## config.mk

```make
export PLATFORM = sky130hd
export DESIGN_NAME = per_second_speed_minute_averager_core
export DESIGN_NICKNAME = d
export VERILOG_FILES = /design/src/rtl/psma_pkg.sv /design/src/rtl/psma_div60.sv /design/src/rtl/psma_slot_ram.sv /design/src/rtl/per_second_speed_minute_averager_core.sv
export SDC_FILE = /design/constraint.sdc
export NUM_CORES = 1
export LEC_CHECK = 0
export ABC_AREA = 1
export BUFFER_PORTS_ARGS = -buffer_cell sky130_fd_sc_hd__buf_2
export CAP_MARGIN = 15
export CORE_MARGIN = 4
export CORE_UTILIZATION = 65
export DETAILED_ROUTE_END_ITERATION = 16
export PLACE_DENSITY = 0.82
export SYNTH_ARGS = -nofsm -noshare
export SYNTH_HDL_FRONTEND = slang
export SYNTH_HIERARCHICAL = 1
export SYNTH_SLANG_ARGS = --single-unit
```

## constraint.sdc

```tcl
create_clock -name clk -period 10.18 [get_ports clk]
set_input_delay 1.527 -clock clk [delete_from_list [all_inputs] [get_ports clk]]
set_output_delay 1.527 -clock clk [all_outputs]
set_load 0.02 [all_outputs]
```

## src/rtl/psma_pkg.sv

```systemverilog
`timescale 1ns / 1ps
// ----------------------------------------------------------------------------
// psma_pkg
// Shared types, constants and helpers of the per-second speed minute averager.
// ----------------------------------------------------------------------------
package psma_pkg;

	// seconds per minute: slot count and divisor of the minute average
	localparam int SLOTS          = 60;
	localparam int SLOT_W         = 6;
	localparam int SPEED_W        = 8;
	localparam int STATUS_W       = 8;
	localparam int ENTRY_W        = SPEED_W + STATUS_W;
	localparam int SUM_W          = 14;
	localparam int HIST_DEPTH_DEF = 16;

	// time offsets of the two record kinds
	localparam logic [31:0] STOP_BACK = 32'd2;
	localparam logic [31:0] MIN_BACK  = 32'd50;

	// record kinds
	localparam logic KIND_STOP   = 1'b0;
	localparam logic KIND_MINUTE = 1'b1;

	// request bundle into the slot store
	typedef struct packed {
		logic                clr;
		logic                we;
		logic [SLOT_W-1:0]   waddr;
		logic [ENTRY_W-1:0]  wdata;
		logic                re;
		logic [SLOT_W-1:0]   raddr;
	} slot_req_t;

	// status of the divide-by-60 unit
	typedef struct packed {
		logic               busy;
		logic [SPEED_W-1:0] quot;
		logic [SLOT_W-1:0]  rem;
	} div_stat_t;

	// slot that precedes second s of the minute
	function automatic logic [SLOT_W-1:0] slot_before(input logic [SLOT_W-1:0] s);
		logic [SLOT_W-1:0] r;
		if (s == '0) begin
			r = SLOT_W'(SLOTS - 1);
		end else begin
			r = s - 1'b1;
		end
		return r;
	endfunction

	// next slot, wrapping at the end of the minute
	function automatic logic [SLOT_W-1:0] slot_next(input logic [SLOT_W-1:0] s);
		logic [SLOT_W-1:0] r;
		if (s == SLOT_W'(SLOTS - 1)) begin
			r = '0;
		end else begin
			r = s + 1'b1;
		end
		return r;
	endfunction

endpackage

```

## src/rtl/psma_div60.sv

```systemverilog
`timescale 1ns / 1ps
// ----------------------------------------------------------------------------
// psma_div60
// Divide by 60: the dividend is latched on start and the result is registered
// on the next cycle. The remainder covers the full 32-bit dividend; the
// quotient byte is exact for dividends below 15360.
// ----------------------------------------------------------------------------
module psma_div60
	import psma_pkg::*;
(
	input  logic        clk,
	input  logic        arst_n,
	input  logic        start,
	input  logic [31:0] dividend,
	output div_stat_t   stat
);

	localparam logic [4:0]  MOD15   = 5'd15;
	// ceil(2^16 / 15): exact quotient by 15 for every 12-bit value
	localparam logic [12:0] RECIP15 = 13'd4370;

	logic                busy_q;
	logic [31:0]         num_q;
	logic [SLOT_W-1:0]   rem_q;
	logic [SPEED_W-1:0]  quot_q;
	logic [6:0]          nib_sum;
	logic [4:0]          fold;
	logic [3:0]          m15;
	logic [SLOT_W-1:0]   rem_nxt;
	logic [24:0]         prod;

	// n mod 60 = 4 * ((n >> 2) mod 15) + (n & 3); 16 == 1 mod 15 folds nibbles
	always_comb begin
		nib_sum = 7'(num_q[5:2]) + 7'(num_q[9:6]) + 7'(num_q[13:10])
			+ 7'(num_q[17:14]) + 7'(num_q[21:18]) + 7'(num_q[25:22])
			+ 7'(num_q[29:26]) + 7'(num_q[31:30]);
		fold    = 5'(nib_sum[6:4]) + 5'(nib_sum[3:0]);
		m15     = (fold >= MOD15) ? 4'(fold - MOD15) : fold[3:0];
		rem_nxt = {m15, num_q[1:0]};
	end

	// n / 60 = (n >> 2) / 15 by reciprocal multiplication
	assign prod = 25'(num_q[13:2]) * 25'(RECIP15);

	// busy for the one cycle between start and the registered result
	always_ff @(posedge clk or negedge arst_n) begin
		if (!arst_n) begin
			busy_q <= 1'b0;
		end else begin
			busy_q <= start;
		end
	end

	// datapath
	always_ff @(posedge clk) begin
		if (start) begin
			num_q <= dividend;
		end else if (busy_q) begin
			rem_q  <= rem_nxt;
			quot_q <= prod[23:16];
		end
	end

	assign stat.busy = busy_q;
	assign stat.quot = quot_q;
	assign stat.rem  = rem_q;

endmodule

```

## src/rtl/psma_slot_ram.sv

```systemverilog
`timescale 1ns / 1ps
// ----------------------------------------------------------------------------
// psma_slot_ram
// Per-second speed/status store: one write and one registered read port.
// Valid flags give the all-zero reset and clear every slot at once.
// ----------------------------------------------------------------------------
module psma_slot_ram
	import psma_pkg::*;
(
	input  logic               clk,
	input  logic               arst_n,
	input  slot_req_t          req,
	output logic [ENTRY_W-1:0] rd_data
);

	logic [ENTRY_W-1:0] mem [SLOTS];
	logic [SLOTS-1:0]   vld_q;
	logic [ENTRY_W-1:0] rd_q;
	logic               rvld_q;

	// valid flags
	always_ff @(posedge clk or negedge arst_n) begin
		if (!arst_n) begin
			vld_q <= '0;
		end else if (req.clr) begin
			vld_q <= '0;
		end else if (req.we) begin
			vld_q[req.waddr] <= 1'b1;
		end
	end

	// storage write
	always_ff @(posedge clk) begin
		if (req.we) begin
			mem[req.waddr] <= req.wdata;
		end
	end

	// registered read; valid flag sampled with the data
	always_ff @(posedge clk) begin
		if (req.re) begin
			rd_q <= mem[req.raddr];
		end
	end

	always_ff @(posedge clk or negedge arst_n) begin
		if (!arst_n) begin
			rvld_q <= 1'b0;
		end else if (req.re) begin
			rvld_q <= vld_q[req.raddr];
		end
	end

	// slots never written since the last clear read as zero
	assign rd_data = rvld_q ? rd_q : '0;

endmodule

```

## src/rtl/per_second_speed_minute_averager_core.sv

```systemverilog
`timescale 1ns / 1ps
// ----------------------------------------------------------------------------
// per_second_speed_minute_averager_core
// Per-second speed log with minute averaging and stop-time detection.
// ----------------------------------------------------------------------------
// One poll is handled at a time; in_ready is high only between polls, and a
// finished record waits in the output register without holding up the next
// poll. A plain one-second tick is decoded and then hands on its records, each
// of which may wait for the output register to free. The first valid poll and
// a clearing clock jump wait for the divide by 60 that finds the second of the
// minute; a forward gap while moving first copies the last stored slot forward,
// one slot per repeated second (up to 59). A tick that closes the minute sweeps
// the slot memory through its single read port, then divides the sum by 60 for
// the average. Slot clears act at once through per-slot valid flags, so there
// is no clearing pass after reset.
// ----------------------------------------------------------------------------
module per_second_speed_minute_averager_core
	import psma_pkg::*;
#(
	parameter int HISTORY_DEPTH = HIST_DEPTH_DEF
) (
	input  logic        clk,
	input  logic        arst_n,
	input  logic        in_valid,
	output logic        in_ready,
	input  logic [31:0] time_count,
	input  logic        moving,
	input  logic [7:0]  speed,
	input  logic [7:0]  status,
	input  logic        sample_ready,
	input  logic        time_valid,
	output logic        out_valid,
	input  logic        out_ready,
	output logic        kind,
	output logic [31:0] record_time,
	output logic [7:0]  minute_avg,
	output logic [5:0]  active_seconds,
	output logic [3:0]  ring_slot,
	output logic        last
);

	localparam int HIST_W = (HISTORY_DEPTH > 1) ? $clog2(HISTORY_DEPTH) : 1;

	// sequencer states
	localparam logic [2:0] ST_IDLE = 3'd0;
	localparam logic [2:0] ST_DEC  = 3'd1;
	localparam logic [2:0] ST_COPY = 3'd2;
	localparam logic [2:0] ST_FINJ = 3'd3;
	localparam logic [2:0] ST_SUM  = 3'd4;
	localparam logic [2:0] ST_DIVS = 3'd5;
	localparam logic [2:0] ST_DIVW = 3'd6;
	localparam logic [2:0] ST_EMIT = 3'd7;

	// control state
	logic [2:0]          state_q;
	logic                started_q;
	logic                prev_mv_q;
	logic [31:0]         prev_q;
	logic [SLOT_W-1:0]   prev_mod_q;
	logic [SLOT_W-1:0]   wslot_q;
	logic [HIST_W-1:0]   hist_q;
	logic                stop_q;
	logic                rec_q;
	logic                out_valid_q;

	// latched poll and working registers
	logic [31:0]         t_q;
	logic                mv_q;
	logic [SPEED_W-1:0]  sp_q;
	logic [STATUS_W-1:0] st_q;
	logic                rdy_q;
	logic                tv_q;
	logic [SLOT_W-1:0]   cp_addr_q;
	logic [SLOT_W-1:0]   cp_cnt_q;
	logic [SLOT_W-1:0]   sw_q;
	logic [SUM_W-1:0]    sum_q;
	logic [SLOT_W-1:0]   act_q;
	logic [SPEED_W-1:0]  avg_q;

	// output register
	logic                kind_q;
	logic [31:0]         rtime_q;
	logic [7:0]          avg_out_q;
	logic [5:0]          act_out_q;
	logic [3:0]          ring_q;
	logic                last_q;

	// decode and datapath wires
	logic                in_acc;
	logic                same;
	logic                jump;
	logic                clr_jump;
	logic                copy_jump;
	logic                tick;
	logic                smp;
	logic [31:0]         gap;
	logic                out_free;
	logic                ld_stop;
	logic                ld_rec;
	logic                div_done;
	logic [6:0]          ring_ext;
	logic [ENTRY_W-1:0]  rd_data;
	logic [SPEED_W-1:0]  rd_speed;
	slot_req_t           req;
	div_stat_t           dstat;
	logic                div_start;
	logic [31:0]         div_arg;

	assign in_ready = (state_q == ST_IDLE);
	assign in_acc   = in_valid && in_ready;

	// classify the latched poll
	always_comb begin
		gap       = t_q - prev_q;
		same      = started_q && (t_q == prev_q);
		jump      = started_q && !same && (t_q != prev_q + 32'd1);
		clr_jump  = jump && ((t_q < prev_q) || !mv_q || (gap >= 32'(SLOTS)));
		copy_jump = jump && !clr_jump;
		tick      = started_q && !same && !jump;
		smp       = tick && tv_q && rdy_q;
	end

	// divide by 60: second of the minute, or the minute average
	assign div_start = ((state_q == ST_DEC) && ((!started_q && tv_q) || jump))
		|| (state_q == ST_DIVS);
	assign div_arg   = (state_q == ST_DIVS) ? 32'(sum_q) : t_q;
	assign div_done  = !dstat.busy;

	psma_div60 u_div (
		.clk      (clk),
		.arst_n   (arst_n),
		.start    (div_start),
		.dividend (div_arg),
		.stat     (dstat)
	);

	// slot store requests
	always_comb begin
		req       = '0;
		req.clr   = ((state_q == ST_DEC) && ((!started_q && tv_q) || clr_jump))
			|| ((state_q == ST_DIVW) && div_done);
		req.we    = ((state_q == ST_DEC) && smp) || (state_q == ST_COPY);
		req.waddr = (state_q == ST_COPY) ? cp_addr_q : wslot_q;
		req.wdata = (state_q == ST_COPY) ? rd_data : {st_q, sp_q};
		req.re    = ((state_q == ST_DEC) && copy_jump)
			|| ((state_q == ST_SUM) && (sw_q != SLOT_W'(SLOTS)));
		req.raddr = (state_q == ST_SUM) ? sw_q : prev_mod_q;
	end

	psma_slot_ram u_ram (
		.clk     (clk),
		.arst_n  (arst_n),
		.req     (req),
		.rd_data (rd_data)
	);

	assign rd_speed = rd_data[SPEED_W-1:0];

	// result hand-off into the output register
	assign out_free = !out_valid_q || out_ready;
	assign ld_stop  = (state_q == ST_EMIT) && stop_q && out_free;
	assign ld_rec   = (state_q == ST_EMIT) && !stop_q && rec_q && out_free;
	assign ring_ext = 7'(hist_q);

	// sequencer and block state
	always_ff @(posedge clk or negedge arst_n) begin
		if (!arst_n) begin
			state_q     <= ST_IDLE;
			started_q   <= 1'b0;
			prev_mv_q   <= 1'b0;
			prev_q      <= '0;
			prev_mod_q  <= '0;
			wslot_q     <= '0;
			hist_q      <= '0;
			stop_q      <= 1'b0;
			rec_q       <= 1'b0;
		end else begin
			unique case (state_q)
				ST_IDLE: begin
					if (in_acc) begin
						state_q <= ST_DEC;
					end
				end
				ST_DEC: begin
					if (!started_q) begin
						state_q <= tv_q ? ST_FINJ : ST_IDLE;
					end else if (same) begin
						state_q <= ST_IDLE;
					end else if (copy_jump) begin
						state_q <= ST_COPY;
					end else if (clr_jump) begin
						state_q <= ST_FINJ;
					end else begin
						// normal tick
						stop_q    <= prev_mv_q && !mv_q;
						rec_q     <= 1'b0;
						prev_mv_q <= mv_q;
						if (smp) begin
							prev_q     <= t_q;
							// the counter wrapping to zero restarts the minute phase
							prev_mod_q <= (t_q == '0) ? '0 : slot_next(prev_mod_q);
							if (wslot_q == SLOT_W'(SLOTS - 1)) begin
								wslot_q <= '0;
								state_q <= ST_SUM;
							end else begin
								wslot_q <= wslot_q + 1'b1;
								state_q <= ST_EMIT;
							end
						end else begin
							state_q <= ST_EMIT;
						end
					end
				end
				ST_COPY: begin
					if (cp_cnt_q == SLOT_W'(1)) begin
						state_q <= ST_FINJ;
					end
				end
				ST_FINJ: begin
					if (div_done) begin
						prev_q     <= t_q;
						prev_mod_q <= dstat.rem;
						wslot_q    <= slot_before(dstat.rem);
						started_q  <= 1'b1;
						state_q    <= ST_IDLE;
					end
				end
				ST_SUM: begin
					if (sw_q == SLOT_W'(SLOTS)) begin
						state_q <= ST_DIVS;
					end
				end
				ST_DIVS: begin
					state_q <= ST_DIVW;
				end
				ST_DIVW: begin
					if (div_done) begin
						rec_q   <= (act_q != '0);
						state_q <= ST_EMIT;
					end
				end
				ST_EMIT: begin
					if (stop_q) begin
						if (out_free) begin
							stop_q <= 1'b0;
						end
					end else if (rec_q) begin
						if (out_free) begin
							rec_q <= 1'b0;
							if (hist_q == HIST_W'(HISTORY_DEPTH - 1)) begin
								hist_q <= '0;
							end else begin
								hist_q <= hist_q + 1'b1;
							end
						end
					end else begin
						state_q <= ST_IDLE;
					end
				end
				default: begin
					state_q <= ST_IDLE;
				end
			endcase
		end
	end

	// poll capture, gap copy walk, minute sweep
	always_ff @(posedge clk) begin
		if (in_acc) begin
			t_q   <= time_count;
			mv_q  <= moving;
			sp_q  <= speed;
			st_q  <= status;
			rdy_q <= sample_ready;
			tv_q  <= time_valid;
		end
		if (state_q == ST_DEC) begin
			cp_addr_q <= slot_next(prev_mod_q);
			cp_cnt_q  <= gap[SLOT_W-1:0];
			sw_q      <= '0;
			sum_q     <= '0;
			act_q     <= '0;
		end
		if (state_q == ST_COPY) begin
			cp_addr_q <= slot_next(cp_addr_q);
			cp_cnt_q  <= cp_cnt_q - 1'b1;
		end
		if (state_q == ST_SUM) begin
			sw_q <= sw_q + 1'b1;
			// data of the previous read address arrives now
			if (sw_q != '0) begin
				sum_q <= sum_q + SUM_W'(rd_speed);
				act_q <= act_q + SLOT_W'(rd_speed != '0);
			end
		end
		if ((state_q == ST_DIVW) && div_done) begin
			avg_q <= dstat.quot;
		end
	end

	// output register
	always_ff @(posedge clk or negedge arst_n) begin
		if (!arst_n) begin
			out_valid_q <= 1'b0;
		end else if (ld_stop || ld_rec) begin
			out_valid_q <= 1'b1;
		end else if (out_ready) begin
			out_valid_q <= 1'b0;
		end
	end

	always_ff @(posedge clk) begin
		if (ld_stop) begin
			kind_q    <= KIND_STOP;
			rtime_q   <= t_q - STOP_BACK;
			avg_out_q <= '0;
			act_out_q <= '0;
			ring_q    <= '0;
			last_q    <= !rec_q;
		end else if (ld_rec) begin
			kind_q    <= KIND_MINUTE;
			rtime_q   <= t_q - MIN_BACK;
			avg_out_q <= avg_q;
			act_out_q <= act_q;
			ring_q    <= ring_ext[3:0];
			last_q    <= 1'b1;
		end
	end

	assign out_valid      = out_valid_q;
	assign kind           = kind_q;
	assign record_time    = rtime_q;
	assign minute_avg     = avg_out_q;
	assign active_seconds = act_out_q;
	assign ring_slot      = ring_q;
	assign last           = last_q;

`ifndef SYNTHESIS
	// an accepted poll is decoded in the next cycle
	ap_accept_dec: assert property (@(posedge clk) disable iff (!arst_n)
		in_valid && in_ready |=> state_q == ST_DEC)
		else $error("accepted poll not decoded");

	// write slot stays inside the minute
	ap_wslot_range: assert property (@(posedge clk) disable iff (!arst_n)
		wslot_q < SLOT_W'(SLOTS) && prev_mod_q < SLOT_W'(SLOTS))
		else $error("slot pointer out of range");

	// once started, the block never falls back to the unstarted state
	ap_started: assert property (@(posedge clk) disable iff (!arst_n)
		started_q |=> started_q)
		else $error("started flag dropped");

	// a stop event followed by a minute record is not the last result
	ap_stop_then_rec: assert property (@(posedge clk) disable iff (!arst_n)
		ld_stop && rec_q |=> out_valid_q && !last_q && kind_q == KIND_STOP)
		else $error("stop event wrongly marked last");
`endif

endmodule
```

==> flow_metrics.tcl <==
set metrics [dict create \
    status "finished clean" \
    final_cell_mix "nand2_1, nor2_1, edfxtp_1" \
    clock_latency_ns 0.65 \
    yosysWarnings 6 \
    nFillCells 4410 \
    cts-buffers-inserted 81 \
    avgSynthCellArea_um2 9.160 \
    start_util_pct 65.93 \
    cts_resized 0 \
    std_cell_rows 91 \
    p_switching_mw 7.778 \
    required_ns 10.44 \
    io-pin-count 109 \
    die_y_um 258.9 \
    postCtsSetupBuffers 0 \
    drtIter0Drc 3593 \
    synth_nets 4681 \
    tightest_slew_ns 1.025 \
    drv_cap 0 \
    final.setup.tns_ns 0 \
    diodes 0 \
    hold_slack_ns 0.4140 \
    grt_overflow 0 \
    core_um2 62050 \
    switching_share_pct 45.22 \
    drv_slew 0 \
    p_per_area_nw_per_um2 388.5 \
    htree_levels 3 \
    post-route-min-period_ns 5.067 \
    wirelength_um 101100 \
    irDropWorstVdd_mv 1.457 \
    pwr-share-clk_pct 18.6 \
    grt_max_degree 202 \
    path_class "flop to flop" \
    cts.sinks 793 \
    max_freq_mhz 197.3 \
    dieArea_um2 67020 \
    dp_hpwl_um 63600 \
    place_ws_ns 5.163 \
    period_share_pct 49.78 \
    synth_area_um2 40910 \
    p_int_mw 9.424 \
    synthToLayoutAreaGrowth_pct 8.224 \
    vias 30890 \
    hold_violations 0 \
    p_leak_nw 18.53 \
    fin_nets 4622 \
    cts.clk_slew.worst_paths_ns 0.06 \
    setup_viol 0 \
    power_mw 17.20 \
    drt-vias-per-instance 5.813 \
    max-slew-margin-rel_pct 31.42 \
    io_buffers 100 \
    ant_nets 0 \
    crit_fanout 9 \
    gp_congestion 0.9713 \
    worstHoldPathType "flop to flop" \
    pwr-share-comb_pct 54.5 \
    drive_gt1_share_pct 7.015 \
    grt.total_usage_pct 29.80 \
    rsz0062_at_grt "no" \
    grt_pass1_wl_um 156700 \
    arrival_ns 5.33 \
    p_seq_share_pct 26.9 \
    regToRegSetupSlack_ns 5.11 \
    root_buffer "clkbuf_16" \
    finClkSkew_ns 0.02783 \
    antenna_found_initial 0 \
    synth_cells 4466 \
    wl_per_cell_um 19.03 \
    holdBufCountCts 0 \
    final_util_pct 71.35 \
    clock_path_buffers 3 \
    cts_tree "built" \
    endpoint_kind "flop" \
    final.setup.worst_slack_ns 5.113 \
    dr.pass1.iters 6 \
    grt_pass1_vias 29270 \
    start_kind "flop" \
    drc_errors 0 \
    final_common_cell "nand2_1" \
    die_w_um 258.9 \
]
## area by class of cell
| type | instances | area (um2) | share of cell area [%] |
|---|---|---|---|
| Tap cell | 837 | 1047 | 2.365 |
| Timing Repair Buffer | 136 | 827.0 | 1.868 |
| Clock inverter | 56 | 750.7 | 1.696 |
| Sequential cell | 793 | 22830 | 51.57 |
| Clock buffer | 96 | 2166 | 4.892 |
| Inverter | 492 | 1852 | 4.183 |
| Multi-Input combinational cell | 2903 | 14800 | 33.43 |
## per-stage QoR
step                      cells  cell area, um2
after floorplan            4466           40910
after global placement     5159           41320
after detailed placement   5159           41320
after CTS                  5311           44230
after global routing       5313           44270
final                      5313           44270
## power groups by stage
stage	Combinational [mW]	Sequential [mW]	Clock, mW
global route	10.6	4.65	3.37
detailed placement	9.08	4.68	0
floorplan	7.38	4.56	0
finish	9.38	4.63	3.20
CTS	9.21	4.62	3.22
global placement	8.90	4.67	0
## path summary, 6_finish.rpt
| path | start | end | cells past startpoint |
|---|---|---|---|
| setup reg to reg | prev_q[0] | u_ram/mem[53][4] | 19 |
| min in group asynchronous | arst_n | u_ram/vld_q[33] | 1 |
| setup / recovery | prev_q[0] | u_ram/mem[53][4] | 19 |
| hold reg to reg | u_div/num_q[1] | u_div/rem_q[1] | 0 |
| hold / removal | u_div/num_q[1] | u_div/rem_q[1] | 0 |
| max in group asynchronous | arst_n | state_q[2] | 2 |
## sequential cells by signal, summed over array words and instances, names as in the netlist, 3 cells and up
signal	count
sp_q	8
active_seconds	6
minute_avg	8
ring_slot	4
record_time	32
act_q	6
sw_q	6
sum_q	14
u_div/num_q	32
u_div/rem_q	6
u_ram/rd_q	8
prev_q	32
avg_q	8
prev_mod_q	6
cp_addr_q	6
cp_cnt_q	6
u_ram/vld_q	60
hist_q	4
u_div/quot_q	8
state_q	3
u_ram/mem	480
t_q	32
wslot_q	6
## metal layers
metal	vias up	global-route usage [%]	wire, um
met1	14400	38.80	38490
met4	0	14.81	5446
met2	1612	49.02	47650
met5	-	0	0
li1	14530	-	-
met3	345	4.964	9491
## critical path, stage by stage, from the launching register on
cell and delay (ns):
dfrtp_1 0.42, ha_1 0.21, nand3_1 0.16, nor2_1 0.18
nand3_1 0.22, inv_1 0.18, nand3_1 0.13, nand2_1 0.08
nand2_1 0.05, nand2_1 0.07, nand2_1 0.04, nor2_1 0.13
nand4_1 0.35, nor2_1 0.21, nand2_1 0.19, o21ai_0 0.55
nand2_1 0.24, nor2_1 0.14, inv_1 0.26, nor2_1 0.87
No activity file was read; power rests on OpenSTA's default activity.
